$ cat src/rtl/wwsf_pkg.sv
// Package for the weight word to single float unit: format codes, field widths,
// a shared helper function. No dependencies.
package wwsf_pkg;

   localparam int WORD_W = 32;

   typedef enum logic [1:0] {
      FMT_SINGLE = 2'd0,
      FMT_HALF   = 2'd1,
      FMT_BYTE   = 2'd2,
      FMT_RSVD   = 2'd3
   } format_type;

   typedef enum logic {
      CSR_FORMAT = 1'b0,
      CSR_SCALE  = 1'b1
   } csr_index_type;

   localparam logic [31:0] QNAN_BITS  = 32'h7FC0_0000;
   localparam logic [31:0] INF_BITS   = 32'h7F80_0000;
   localparam logic [31:0] SCALE_INIT = 32'h3F80_0000;

   // Per-item context carried from the input stage to the output stage.
   typedef struct packed {
      format_type  fmt;
      logic [31:0] word;
      logic        sign;
      logic        special;
      logic [31:0] special_bits;
      logic [31:0] prod;
      logic signed [9:0] ebias;
   } stage_type;

   // Position of the leading one in a 32-bit value (0 when zero).
   function automatic logic [4:0] msb_pos(input logic [31:0] v);
      logic [4:0] pos;
      pos = '0;
      for (int i = 0; i < 32; i++) begin
         if (v[i]) pos = 5'(i);
      end
      return pos;
   endfunction

endpackage

$ cat src/rtl/wwsf_half.sv
// Half to single widening, combinational; subnormal halves come out at half their value.
// Depends on wwsf_pkg.
module wwsf_half (
   input  logic [15:0] half_bits,
   output logic [31:0] single_bits
);
   logic        sign;
   logic [4:0]  ex;
   logic [9:0]  fr;
   logic [4:0]  lead;
   logic [3:0]  sh;
   logic [9:0]  norm;
   logic [7:0]  sub_exp;

   always_comb begin
      sign = half_bits[15];
      ex   = half_bits[14:10];
      fr   = half_bits[9:0];
      lead = wwsf_pkg::msb_pos({22'd0, fr});
      sh   = 4'(5'd10 - lead);
      norm = 10'(fr << sh);
      sub_exp = 8'(8'd112 - {4'd0, sh} + 8'd1);
      if (ex == 5'd0) begin
         if (fr == 10'd0) single_bits = {sign, 31'd0};
         else single_bits = {sign, sub_exp - 8'd1, norm, 13'd0};
      end else if (ex == 5'h1F) begin
         single_bits = {sign, 8'hFF, fr, 13'd0};
      end else begin
         single_bits = {sign, 8'({3'd0, ex} + 8'd112), fr, 13'd0};
      end
   end
endmodule

$ cat src/rtl/wwsf_round.sv
// Normalize and round-to-nearest-even of the byte-times-scale product.
// Depends on wwsf_pkg.
module wwsf_round (
   input  logic [31:0]       prod,
   input  logic signed [9:0] ebias,
   input  logic              sign,
   output logic [31:0]       result
);
   logic [4:0]         msb;
   logic signed [10:0] be;
   logic signed [10:0] sh;
   logic [5:0]         rs;
   logic [31:0]        mant;
   logic [31:0]        rem;
   logic [31:0]        half;
   logic [24:0]        m2;
   logic signed [10:0] be2;

   always_comb begin
      msb = wwsf_pkg::msb_pos(prod);
      be  = 11'(signed'({6'd0, msb})) + 11'(ebias) - 11'sd23;
      if (be < 11'sd1) be = 11'sd1;
      sh  = be - 11'(ebias);
      mant = '0;
      rem  = '0;
      half = '0;
      if (sh > 11'sd0) begin
         rs   = (sh > 11'sd32) ? 6'd32 : 6'(sh);
         mant = (rs == 6'd32) ? 32'd0 : prod >> rs;
         rem  = (rs == 6'd32) ? prod : prod & ((32'd1 << rs) - 32'd1);
         half = 32'd1 << (rs - 6'd1);
         if (rem > half || (rem == half && mant[0])) mant = mant + 32'd1;
      end else begin
         rs   = 6'(-sh);
         mant = prod << rs;
      end
      m2  = mant[24:0];
      be2 = be;
      if (m2[24]) begin
         m2  = m2 >> 1;
         be2 = be + 11'sd1;
      end
      if (be2 >= 11'sd255) result = {sign, wwsf_pkg::INF_BITS[30:0]};
      else if (!m2[23]) result = {sign, 8'd0, m2[22:0]};
      else result = {sign, be2[7:0], m2[22:0]};
   end
endmodule

$ cat src/rtl/weight_word_to_single_float_unit.sv
// Top level of the weight word to single float unit.
// Depends on wwsf_pkg, wwsf_half and wwsf_round.
//
// Decodes one raw weight word per transfer into an IEEE single bit pattern:
// pass-through (format 0 or 3), half widening (format 1) or signed byte
// times the scale register with round-to-nearest-even (format 2). One item per
// cycle sustained with a ready receiver: the input stage does the half decode and
// the 8x24 multiply, the output stage normalizes, rounds and holds the result.
// The output register doubles as the skid point: a new transfer is taken while
// a result waits as long as the output stage will drain in the same cycle.
// CSR writes only while idle; no read-back.
module weight_word_to_single_float_unit (
   input  logic        clock,
   input  logic        reset,
   input  logic        req_tvalid,
   output logic        req_tready,
   input  logic [31:0] req_tdata,   // [31:0] raw_word
   output logic        rsp_tvalid,
   input  logic        rsp_tready,
   output logic [31:0] rsp_tdata,   // [31:0] weight_bits
   input  logic        csr_we,
   input  logic        csr_index,
   input  logic [31:0] csr_wdata
);
   logic [1:0]  fmt_ff;
   logic [31:0] scale_ff;

   always_ff @(posedge clock) begin
      if (reset) begin
         fmt_ff   <= wwsf_pkg::FMT_SINGLE;
         scale_ff <= wwsf_pkg::SCALE_INIT;
      end else if (csr_we) begin
         case (csr_index)
            wwsf_pkg::CSR_FORMAT: fmt_ff   <= csr_wdata[1:0];
            wwsf_pkg::CSR_SCALE:  scale_ff <= csr_wdata;
            default: ;
         endcase
      end
   end

   // stage 1 valid / stage 2 valid
   logic s1_valid_ff, s2_valid_ff;
   wwsf_pkg::stage_type s1_ff, s1_in;
   logic [31:0] s2_ff, s2_in;
   logic s2_load, s1_move;

   assign s2_load    = !s2_valid_ff || rsp_tready;
   assign s1_move    = s1_valid_ff && s2_load;
   assign req_tready = !s1_valid_ff || s2_load;

   // input-side decode
   logic [31:0] half_res;
   logic [7:0]  b;
   logic        bsign;
   logic [7:0]  mag;
   logic [7:0]  se;
   logic [22:0] sf;
   logic [23:0] m;

   wwsf_half u_half (.half_bits(req_tdata[15:0]), .single_bits(half_res));

   always_comb begin
      b     = req_tdata[7:0];
      bsign = b[7];
      mag   = bsign ? 8'(8'd0 - b) : b;
      se    = scale_ff[30:23];
      sf    = scale_ff[22:0];
      m     = (se != 8'd0) ? {1'b1, sf} : {1'b0, sf};
      s1_in.fmt  = wwsf_pkg::format_type'(fmt_ff);
      s1_in.word = (fmt_ff == wwsf_pkg::FMT_HALF) ? half_res : req_tdata;
      s1_in.sign = bsign ^ scale_ff[31];
      s1_in.special = 1'b0;
      s1_in.special_bits = {s1_in.sign, 31'd0};
      if (se == 8'hFF) begin
         s1_in.special = 1'b1;
         s1_in.special_bits = (sf != 23'd0 || b == 8'd0) ? wwsf_pkg::QNAN_BITS
                              : {s1_in.sign, wwsf_pkg::INF_BITS[30:0]};
      end else if (b == 8'd0 || (se == 8'd0 && sf == 23'd0)) begin
         s1_in.special = 1'b1;
      end
      // mag of 0x80 comes out as 0x80 (128) above; the select gives 128 as well
      s1_in.prod  = {8'd0, m} * {24'd0, (b == 8'h80) ? 8'd128 : mag};
      s1_in.ebias = (se != 8'd0) ? 10'(signed'({2'd0, se})) : 10'sd1;
   end

   always_ff @(posedge clock) begin
      if (reset) s1_valid_ff <= 1'b0;
      else if (req_tready) s1_valid_ff <= req_tvalid;
      if (req_tready && req_tvalid) s1_ff <= s1_in;
   end

   logic [31:0] rnd_res;
   wwsf_round u_round (
      .prod(s1_ff.prod), .ebias(s1_ff.ebias), .sign(s1_ff.sign), .result(rnd_res)
   );

   always_comb begin
      case (s1_ff.fmt)
         wwsf_pkg::FMT_BYTE: s2_in = s1_ff.special ? s1_ff.special_bits : rnd_res;
         default:            s2_in = s1_ff.word;
      endcase
   end

   always_ff @(posedge clock) begin
      if (reset) s2_valid_ff <= 1'b0;
      else if (s2_load) s2_valid_ff <= s1_valid_ff;
      if (s1_move) s2_ff <= s2_in;
   end

   assign rsp_tvalid = s2_valid_ff;
   assign rsp_tdata  = s2_ff;
endmodule

$ cat config.mk
export PLATFORM = sky130hd
export DESIGN_NAME = weight_word_to_single_float_unit
export DESIGN_NICKNAME = d
export VERILOG_FILES = /design/src/rtl/wwsf_pkg.sv /design/src/rtl/wwsf_half.sv /design/src/rtl/wwsf_round.sv /design/src/rtl/weight_word_to_single_float_unit.sv
export SDC_FILE = /design/constraint.sdc
export NUM_CORES = 1
export LEC_CHECK = 0
export BUFFER_PORTS_ARGS = -buffer_cell sky130_fd_sc_hd__buf_2
export CORE_UTILIZATION = 58
export CTS_BUF_LIST = sky130_fd_sc_hd__clkbuf_2 sky130_fd_sc_hd__clkbuf_4 sky130_fd_sc_hd__clkbuf_8
export DETAILED_ROUTE_END_ITERATION = 7
export GPL_TIMING_DRIVEN = 0
export HOLD_SLACK_MARGIN = 0.08
export PLACE_DENSITY = 0.76
export SETUP_SLACK_MARGIN = 0.02
export SYNTH_ARGS = -nofsm -noshare
export SYNTH_HDL_FRONTEND = slang
export SYNTH_SLANG_ARGS = --single-unit
export TNS_END_PERCENT = 100
$ cat constraint.sdc
create_clock -name clock -period 22.1 [get_ports clock]
set_input_delay 3.315 -clock clock [delete_from_list [all_inputs] [get_ports clock]]
set_output_delay 3.315 -clock clock [all_outputs]
set_load 0.02 [all_outputs]
=== After elaboration in Yosys (flattened, before gate mapping) ===
Cells that the tools add are included.

* Bits in registers: 176
* Output and inout port bits: 34
* Word-level logic and storage cells: 130

* Add/subtract/negate cells: 14
* Multipliers: 1
* $lt $le $gt $ge: 5
* Equality and inequality tests: 7
* Shifts and indexed selects: 5
* Mux-type cells: 62
* Bitwise operators: 3
* Reduce and logical (&&, ||, !) cells: 20

{| class="wikitable"
|+ Operator list
! operator !! number
|-
| $mux 32 || 6
|-
| $mux 31 || 5
|-
| $mux 5 || 30
|-
| $mux 25 || 3
|-
| $shl 1x6->32 const A || 2
|-
| $mux 24 || 2
|-
| $and 32x32->32 || 1
|-
| $eq 32x32->1 || 1
|-
| $gt 32x32->1 || 1
|-
| $mul 24x8->32 || 1
|-
| $shl 32x6->25 || 1
|-
| $shr 32x6->25 || 1
|-
| $sub 32x1->32 const B || 1
|-
| $add 25x1->25 const B || 1
|-
| $logic_not 23->1 || 1
|-
| $reduce_bool 23->1 || 1
|-
| $mux 11 || 2
|-
| $eq 8x8->1 const B || 2
|-
| $logic_not 8->1 || 2
|-
| $mux 8 || 2
|-
| $mux 3 || 4
|-
| $add 11x2->11 const B || 1
|-
| $ge 11x9->1 const B || 1
|-
| $gt 11x1->1 const B || 1
|-
| other kinds (31) || 44
|}

=== Logic depth before layout (Yosys ltp) ===
Gate-level depths: netlist of the first run.

* Depth in word-level cells: 52
* Gate-level depth with buffers: 79
* Mapped depth without buffers: 73

=== Hierarchy ===
Synthesis of the first run repeated with hierarchy kept, for this count alone.

* Cell total of the unflattened synthesis: 2770
* Area, all modules: 21799.7 um^2

{| class="wikitable"
|+ Modules (own cells, without submodules)
! module !! times used !! cells each !! area an instance (um^2) !! seq. area each (um^2)
|-
| weight_word_to_single_float_unit || 1 || 1234 || 11937.7 || 4053.9
|-
| wwsf_round || 1 || 1393 || 8866.0 || 0.0
|-
| wwsf_half || 1 || 143 || 996.0 || 0.0
|}

=== Worst setup path before layout of the first run ===
Ideal clock, no wire load.

* Path kind: register to register
* From: register s1_ff[13] (netlist bit)
* To: register s2_ff[23] (netlist: rsp_tdata[23]) (data pin)
* Arrival time: 12.935 ns
* Setup slack: 8.904 ns
* Stages on the path, launching flop included: 74
* Period minus slack after synthesis: 13.196 ns
* Path through: edfxtp_1 > clkbuf_1 > a21oi_1 > o21bai_1 > a21oi_1 > o21ai_0 > a21oi_1 > o21bai_1 > a21oi_1 > o21ai_0 > a21oi_1 > o21bai_1 > a21oi_1 > o21bai_1 > a21oi_1 > nor2_1 > nor2_1 > o21bai_1 > [... 38 more ...] > a21boi_0 > ha_1 > nand4_1 > nor4_1 > nand3_1 > nand3b_1 > a211o_1 > and2_1 > o211ai_1 > and4bb_4 > mux2i_1 > or2_1 > buf_6 > mux2i_2 > o2111ai_2 > and2_1 > buf_6 > a311o_1

* Word-level cells in the longest chain between the ends: 50
* Elaborated cells between the ends (all ways): 63
* Those cells by class: 8 x add/sub; 5 x order compare; 2 x eq/ne; 4 x shift; 41 x mux; 1 x bitwise; 2 x reduce/logical

{| class="wikitable"
|+ RTL lines
! what !! RTL line !! source
|-
| start: declaration || weight_word_to_single_float_unit.sv:43 || <nowiki>wwsf_pkg::stage_type s1_ff, s1_in;</nowiki>
|-
| start signal: assignment || weight_word_to_single_float_unit.sv:89 || <nowiki>if (req_tready && req_tvalid) s1_ff <= s1_in;</nowiki>
|-
| parallel branches: the longest is 47 deep, another holds $mux 5 || - ||
|-
| $mux 31 (*) || wwsf_round.sv:43 || <nowiki>if (be2 >= 11'sd255) result = {sign, wwsf_pkg::INF_BITS[30:0]};</nowiki>
|-
| $mux 32 (*) || weight_word_to_single_float_unit.sv:99 || <nowiki>wwsf_pkg::FMT_BYTE: s2_in = s1_ff.special ? s1_ff.special_bits : rnd_res;</nowiki>
|-
| $mux 32 (*) || weight_word_to_single_float_unit.sv:98 || <nowiki>case (s1_ff.fmt)</nowiki>
|-
| via s2_in[23] || weight_word_to_single_float_unit.sv:44 || <nowiki>logic [31:0] s2_ff, s2_in;</nowiki>
|-
| end signal: assignment || weight_word_to_single_float_unit.sv:107 || <nowiki>if (s1_move) s2_ff <= s2_in;</nowiki>
|-
| end: declaration || weight_word_to_single_float_unit.sv:44 ||
|}

Mark *: on every way through the listed nets, which the timed path passes.
A chain may end at the register's enable or synchronous reset.

=== Worst setup path after layout of the first run ===
* From: register s1_ff[13] (netlist bit)
* To: register s2_ff[22] (netlist: rsp_tdata[22]) (data pin)

Same word-level chain as after synthesis.

==> results of run 1 <==
[report_power, final]
| part | internal (mW) | switching [mW] | total (mW) |
|---|---|---|---|
| registers | 0.330 | 0.0236 | 0.354 |
| clock network | 0.0844 | 0.126 | 0.211 |
| logic | 0.655 | 1.53 | 2.19 |
[sequential cells by signal (all words and copies together) (netlist names)]
signal	cells
rsp_tvalid	1
rsp_tdata	32
s1_valid_ff	1
fmt_ff	2
s1_ff	79
scale_ff	32
[worst reg2reg max path, delay by kind of cell, from the launching register on]
family / cells / cell delay, ns
AO/OA/AOI/OAI: 36 / 7.85
XOR/XNOR: 3 / 1.50
adder cells (fa/ha/maj): 5 / 1.68
buffers and inverters: 6 / 1.71
flip-flops: 1 / 0.34
multiplexers: 2 / 0.67
AND/OR/NAND/NOR: 17 / 4.17
[routing by layer]
metal  part of all wire (%)  GRT usage, %
met1                     38          51.3
met2                     43          62.2
met3                     13          12.6
met4                    6.7          25.1
met5                      0             0
[synthesized netlist by cell type, types with 27 or more instances]
library cell,count
buf_1,30
fa_1,133
mux2i_1,78
o21ai_0,127
edfxtp_1,111
nand3_1,66
xnor2_1,66
xor2_1,27
o211ai_1,30
nor2_1,217
clkbuf_1,127
and2_1,60
nand2_1,398
inv_1,169
nor3_1,71
a211oi_1,28
a21oi_1,167
dfxtp_1,36
nor2b_1,68
ha_1,109
[logic make-up (layout without fill, tap and decap cells)]
kind of cell               after synthesis  count (layout)
and+or+nand+nor                       1035            1035
buffers and inverters                  344             475
AOI/OAI and AO/OA                      573             573
DFF                                    147             147
muxes                                   87              87
xor gates and xnor gates                95              95
adders and majority gates              242             242
[final cells by class]
cell class	count	area (um2)
inverters	170	638
plain buffers	174	717
flip-flops and latches	147	4050
clock buffers	18	241
fillers	2950	12300
well taps	448	561
repair buffers	99	518
multi-input cells	2032	14400
clock inverters	14	139
[how the worst max path moves through the flow]
stage / start / to
after floorplan: s1_ff[13]$_DFFE_PP_ / rsp_tdata[23]$_DFFE_PP_
after global placement: s1_ff[15]$_DFFE_PP_ / rsp_tdata[22]$_DFFE_PP_
after detailed placement: s1_ff[13]$_DFFE_PP_ / rsp_tdata[22]$_DFFE_PP_
after CTS: s1_ff[15]$_DFFE_PP_ / rsp_tdata[22]$_DFFE_PP_
after global routing: s1_ff[13]$_DFFE_PP_ / rsp_tdata[22]$_DFFE_PP_
final: s1_ff[13]$_DFFE_PP_ / rsp_tdata[22]$_DFFE_PP_
==> impl_metrics.json, run 1 <==
{
  "htree_levels": 4,
  "setup_slack_ns": 3.97,
  "startpoint_type": "register",
  "synth_edf_count": 111,
  "clk_path_buf_depth": 2,
  "dpl.hpwl_um": 56600,
  "worst_slew_margin_rel_pct": 24.2,
  "path_class": "reg -> reg",
  "dieArea_um2": 34900,
  "initial_core_util_pct": 59.0,
  "synthXorXnorAreaFrac_pct": 4.28,
  "place_ws_ns": 4.78,
  "core_um2": 33500,
  "setup_viol": 0,
  "rows": 67,
  "worstSetupPathDepth": 69,
  "diodes": 0,
  "yosysWarnings": 0,
  "cts_setup_buffers": 0,
  "path_delay_family": "compound AO/OA/AOI/OAI gates",
  "synthMuxAreaShare_pct": 4.64,
  "placed_area_um2": 20900,
  "syn-cell-area_um2": 19800,
  "report.final.slew_viol_count": 0,
  "hold_end": "s1_ff[109]$_DFFE_PP_",
  "cts.repair.resized": 0,
  "synth_simple_gate_area_share_pct": 24.7,
  "synth_top_area_cell": "edfxtp_1",
  "grt_usage_pct": 41.0,
  "required_ns": 22.38,
  "cts.clk_slew.worst_paths_ns": 0.10,
  "reg2reg_slack_ns": 3.97,
  "finClkSkew_ns": 0.0224,
  "layout_common_cells": "398 x nand2_1, 217 x nor2_1, 169 x inv_1",
  "cts_hold_buf": 0,
  "num_vias": 20300,
  "status": "complete, but fails checks",
  "synth_area_leaders": "edfxtp_1 17%, fa_1 13%, nand2_1 7.6%",
  "crit_top_cell": "a21oi_1",
  "root_buffer": "clkbuf_8",
  "hold_slack_ns": 0.485,
  "synth-compound-area-share_pct": 18.7,
  "synth.distinct_cells": 100,
  "cp_slowest_cell": "a31oi_1",
  "worstHoldStart": "fmt_ff[1]$_SDFFE_PP0P_",
  "io_pins": 104,
  "hold_viol": 0,
  "dp_cells": 3070,
  "violations": "DRC",
  "r2r_start": "s1_ff[13]$_DFFE_PP_",
  "async_flop_share_pct": 0,
  "hold_path_class": "reg -> reg",
  "seq_area_frac_synth_pct": 20.5,
  "dieWidth_um": 187,
  "drt_first_pass_iters": 8,
  "die_y_um": 187,
  "grt_pass1_wl_um": 109000,
  "p_leak_nw": 8.42,
  "rsz0062_at_grt": "false",
  "path_max_fanout": 10,
  "utilization_pct": 63.4,
  "layout_commonest_cell": "nand2_1",
  "stdcell_count": 3102,
  "syn_inst": 2523,
  "arrival_ns": 18.41,
  "cts_tree": "built",
  "ys_seq_elements": 147,
  "grt_max_degree": 76,
  "clk_latency_ns": 0.52,
  "overflow": 0,
  "avgViaCountPerCell": 6.55,
  "first_global_vias": 19300,
  "area_growth_pct": 7.42,
  "tightest_slew_ns": 1.13,
  "wl_per_cell_um": 23.4,
  "grt_antenna_before_repair": 0,
  "gp_congestion": 1.13,
  "synthAdderAreaFrac_pct": 20.4,
  "final_nets": 2953,
  "syn_area_per_cell_um2": 7.84,
  "cpPeakStageDelay_ns": 0.95,
  "detail_route.wirelength_um": 72500,
  "cp.buffers_inverters": 6,
  "r2r_cells": 69,
  "min_period_ns": 18.13,
  "synth_flop_cell": "edfxtp_1",
  "drtIter0Drc": 2865,
  "cts_made_buffers": 17,
  "port_buffers": 98,
  "r2r-end": "rsp_tdata[22]$_DFFE_PP_",
  "ir_drop_mv": 0.0788,
  "layout-drive-gt1-share_pct": 7.57,
  "clock.fmax_mhz": 55.2,
  "setup_tns_ns": 0,
  "drc": 54,
  "power_density_nw_per_um2": 129,
  "final_cell_area_um2": 21300,
  "synth_top_area_share_pct": 16.8,
  "endpoint_kind": "register",
  "drv_cap": 0,
  "detail-route-antenna-nets": 0,
  "synth_top_family_by_area": "simple AND/OR/NAND/NOR gates",
  "cts.sinks": 147,
  "hold_depth": 0,
  "fin_crit_sh_pct": 82.0,
  "p_total_mw": 2.75,
  "synth_nets": 2835
}
Power figures use the tool's default switching activity.
==> inputs of run 2 (changes only) <==
--- a/config.mk
+++ b/config.mk
@@ -5,13 +5,14 @@
 export SDC_FILE = /design/constraint.sdc
 export NUM_CORES = 1
 export LEC_CHECK = 0
+export ABC_AREA = 1
 export BUFFER_PORTS_ARGS = -buffer_cell sky130_fd_sc_hd__buf_2
 export CORE_UTILIZATION = 58
 export CTS_BUF_LIST = sky130_fd_sc_hd__clkbuf_2 sky130_fd_sc_hd__clkbuf_4 sky130_fd_sc_hd__clkbuf_8
 export DETAILED_ROUTE_END_ITERATION = 7
 export GPL_TIMING_DRIVEN = 0
 export HOLD_SLACK_MARGIN = 0.08
-export PLACE_DENSITY = 0.76
+export PLACE_DENSITY = 0.79
 export SETUP_SLACK_MARGIN = 0.02
 export SYNTH_ARGS = -nofsm -noshare
 export SYNTH_HDL_FRONTEND = slang
==> constraint.sdc (replaced) <==
create_clock -name clock -period 15.9 [get_ports clock]
set_input_delay 2.385 -clock clock [delete_from_list [all_inputs] [get_ports clock]]
set_output_delay 2.385 -clock clock [all_outputs]
set_load 0.02 [all_outputs]
==> impl_metrics.json, run 2 <==
{
  "status": "finished, final reports clean",
  "grt_pass1_wl_um": 101000,
  "overflow": 0,
  "dpl.hpwl_um": 53000,
  "cts.sinks": 147,
  "gp_congestion": 1.08,
  "synth-compound-area-share_pct": 11.6,
  "synthAdderAreaFrac_pct": 20.6,
  "synth_simple_gate_area_share_pct": 33.4,
  "core_um2": 32800,
  "grt_usage_pct": 38.6,
  "clock.fmax_mhz": 68.7,
  "clk_latency_ns": 0.50,
  "grt_max_degree": 78,
  "synth_area_leaders": "edfxtp_1 17%, nand2_1 15%, fa_1 14%",
  "finClkSkew_ns": 0.0351,
  "layout-drive-gt1-share_pct": 8.01,
  "regMostFlops": "s1_ff",
  "detail_route.wirelength_um": 65000,
  "path_class": "reg -> reg",
  "root_buffer": "clkbuf_8",
  "grt_antenna_before_repair": 0,
  "synth.distinct_cells": 58,
  "synth_top_area_share_pct": 17.1,
  "rsz0062_at_grt": "false",
  "synth_edf_count": 111,
  "hold_viol": 0,
  "drc": 0,
  "largest_reg_flops": 79,
  "tightest_slew_ns": 1.01,
  "htree_levels": 4,
  "cts_hold_buf": 0,
  "yosysMostFrequentCell": "nand2_1",
  "dieWidth_um": 185,
  "drtIter0Drc": 2204,
  "io_pins": 104,
  "layout_common_cells": "787 x nand2_1, 381 x inv_1, 326 x nor2_1",
  "required_ns": 16.13,
  "synth_top_family_by_area": "simple AND/OR/NAND/NOR gates",
  "yosysWarnings": 0,
  "cts_setup_buffers": 0,
  "first_global_vias": 19400,
  "hold_path_class": "reg -> reg",
  "synth_nets": 3224,
  "dieArea_um2": 34400,
  "power_density_nw_per_um2": 203,
  "fin_crit_sh_pct": 91.5,
  "diodes": 0,
  "die_y_um": 185,
  "arrival_ns": 14.78,
  "synthXorXnorAreaFrac_pct": 2.80,
  "p_leak_nw": 9.88,
  "avgViaCountPerCell": 5.85,
  "cp_slowest_cell": "xnor2_1",
  "drv_cap": 0,
  "seq_area_frac_synth_pct": 20.8,
  "endpoint_kind": "register",
  "num_vias": 20400,
  "synth_top_area_cell": "edfxtp_1",
  "area_growth_pct": 7.67,
  "cpPeakStageDelay_ns": 0.57,
  "min_period_ns": 14.55,
  "startpoint_type": "register",
  "clk_path_buf_depth": 2,
  "layout_commonest_cell": "nand2_1",
  "port_buffers": 102,
  "drt_first_pass_iters": 8,
  "ys_seq_elements": 147,
  "cts_tree": "built",
  "syn_area_per_cell_um2": 6.70,
  "fill_cells": 3104,
  "path_max_fanout": 10,
  "rows": 66,
  "p_total_mw": 4.26,
  "synth_flop_cell": "edfxtp_1",
  "synthMuxAreaShare_pct": 0.154,
  "cts.repair.resized": 0,
  "cts.clk_slew.worst_paths_ns": 0.10,
  "synth_common_cells": "787 x nand2_1, 382 x inv_1, 326 x nor2_1",
  "cts_made_buffers": 17,
  "crit_top_cell": "nand2_1",
  "ir_drop_mv": 0.113,
  "detail-route-antenna-nets": 0,
  "async_flop_share_pct": 0,
  "worst_slew_margin_rel_pct": 32.6,
  "wl_per_cell_um": 18.6,
  "final_nets": 3347,
  "setup_viol": 0,
  "setup_tns_ns": 0,
  "syn_inst": 2912,
  "initial_core_util_pct": 59.5,
  "syn-cell-area_um2": 19500,
  "report.final.slew_viol_count": 0
}
==> run 2: logic make-up (layout without fill, tap and decap cells) <==
group,after synthesis,in the layout
flip-flops,147,147
multiplexers,3,3
AND/OR/NAND/NOR,1523,1523
XOR/XNOR,60,60
AO/OA/AOI/OAI,415,415
adder cells (fa/ha/maj),242,242
buffers and inverters,522,658
==> run 2: through the flow <==
stage	setup slack [ns]	hold slack (ns)	instance area [um2]	instances	util (%)
floorplan	4.57	0.408	19500	2912	-
global placement	2.13	0.413	20600	3456	62.8
detailed placement	1.79	0.431	20600	3458	63.0
CTS	1.73	0.439	21000	3490	64.1
global route	0.277	0.449	21000	3490	64.1
finish	1.35	0.434	21000	3490	64.1
==> run 2: path summary, 6_finish.rpt <==
path | start | endpoint | slack [ns] | cells past startpoint
worst max-delay path | s1_ff[12]$_DFFE_PP_ | rsp_tdata[5]$_DFFE_PP_ | 1.35 | 86
worst min-delay path | fmt_ff[0]$_SDFFE_PP0P_ | s1_ff[108]$_DFFE_PP_ | 0.43 | 0
worst max register to register | s1_ff[12]$_DFFE_PP_ | rsp_tdata[5]$_DFFE_PP_ | 1.35 | 86
worst min register to register | fmt_ff[0]$_SDFFE_PP0P_ | s1_ff[108]$_DFFE_PP_ | 0.43 | 0
==> run 2: critical path, delay by kind of cell (launching register included) <==
kind | cells | cell delay (ns)
AND/OR/NAND/NOR | 40 | 6.28
buffers and inverters | 15 | 1.90
adder cells (fa/ha/maj) | 6 | 1.79
XOR/XNOR | 2 | 0.86
AO/OA/AOI/OAI | 23 | 2.94
flip-flops | 1 | 0.51
==> run 2: cell type report <==
cell class                 count  area (um2)  share of cell area (%)
multi-input combinational   2243       13400                    63.8
sequential                   147        4050                    19.3
inverter                     407        1530                    7.28
timing repair buffer         104         558                    2.66
tap                          442         553                    2.63
buffer                       115         544                    2.59
clock buffer                  17         234                    1.11
clock inverter                15         138                   0.655
==> run 2: where the power goes <==
| part | total, mW | internal [mW] | switching [mW] |
|---|---|---|---|
| Sequential | 0.543 | 0.484 | 0.0593 |
| Clock | 0.289 | 0.115 | 0.174 |
| Combinational | 3.43 | 1.01 | 2.42 |
| Total | 4.26 | 1.61 | 2.65 |
==> run 2: per-layer routing <==
layer	wire length [um]	global-route usage, %
met3	6190	7.20
met5	0	0
met1	25600	48.6
met4	3340	19.7
met2	29800	63.1
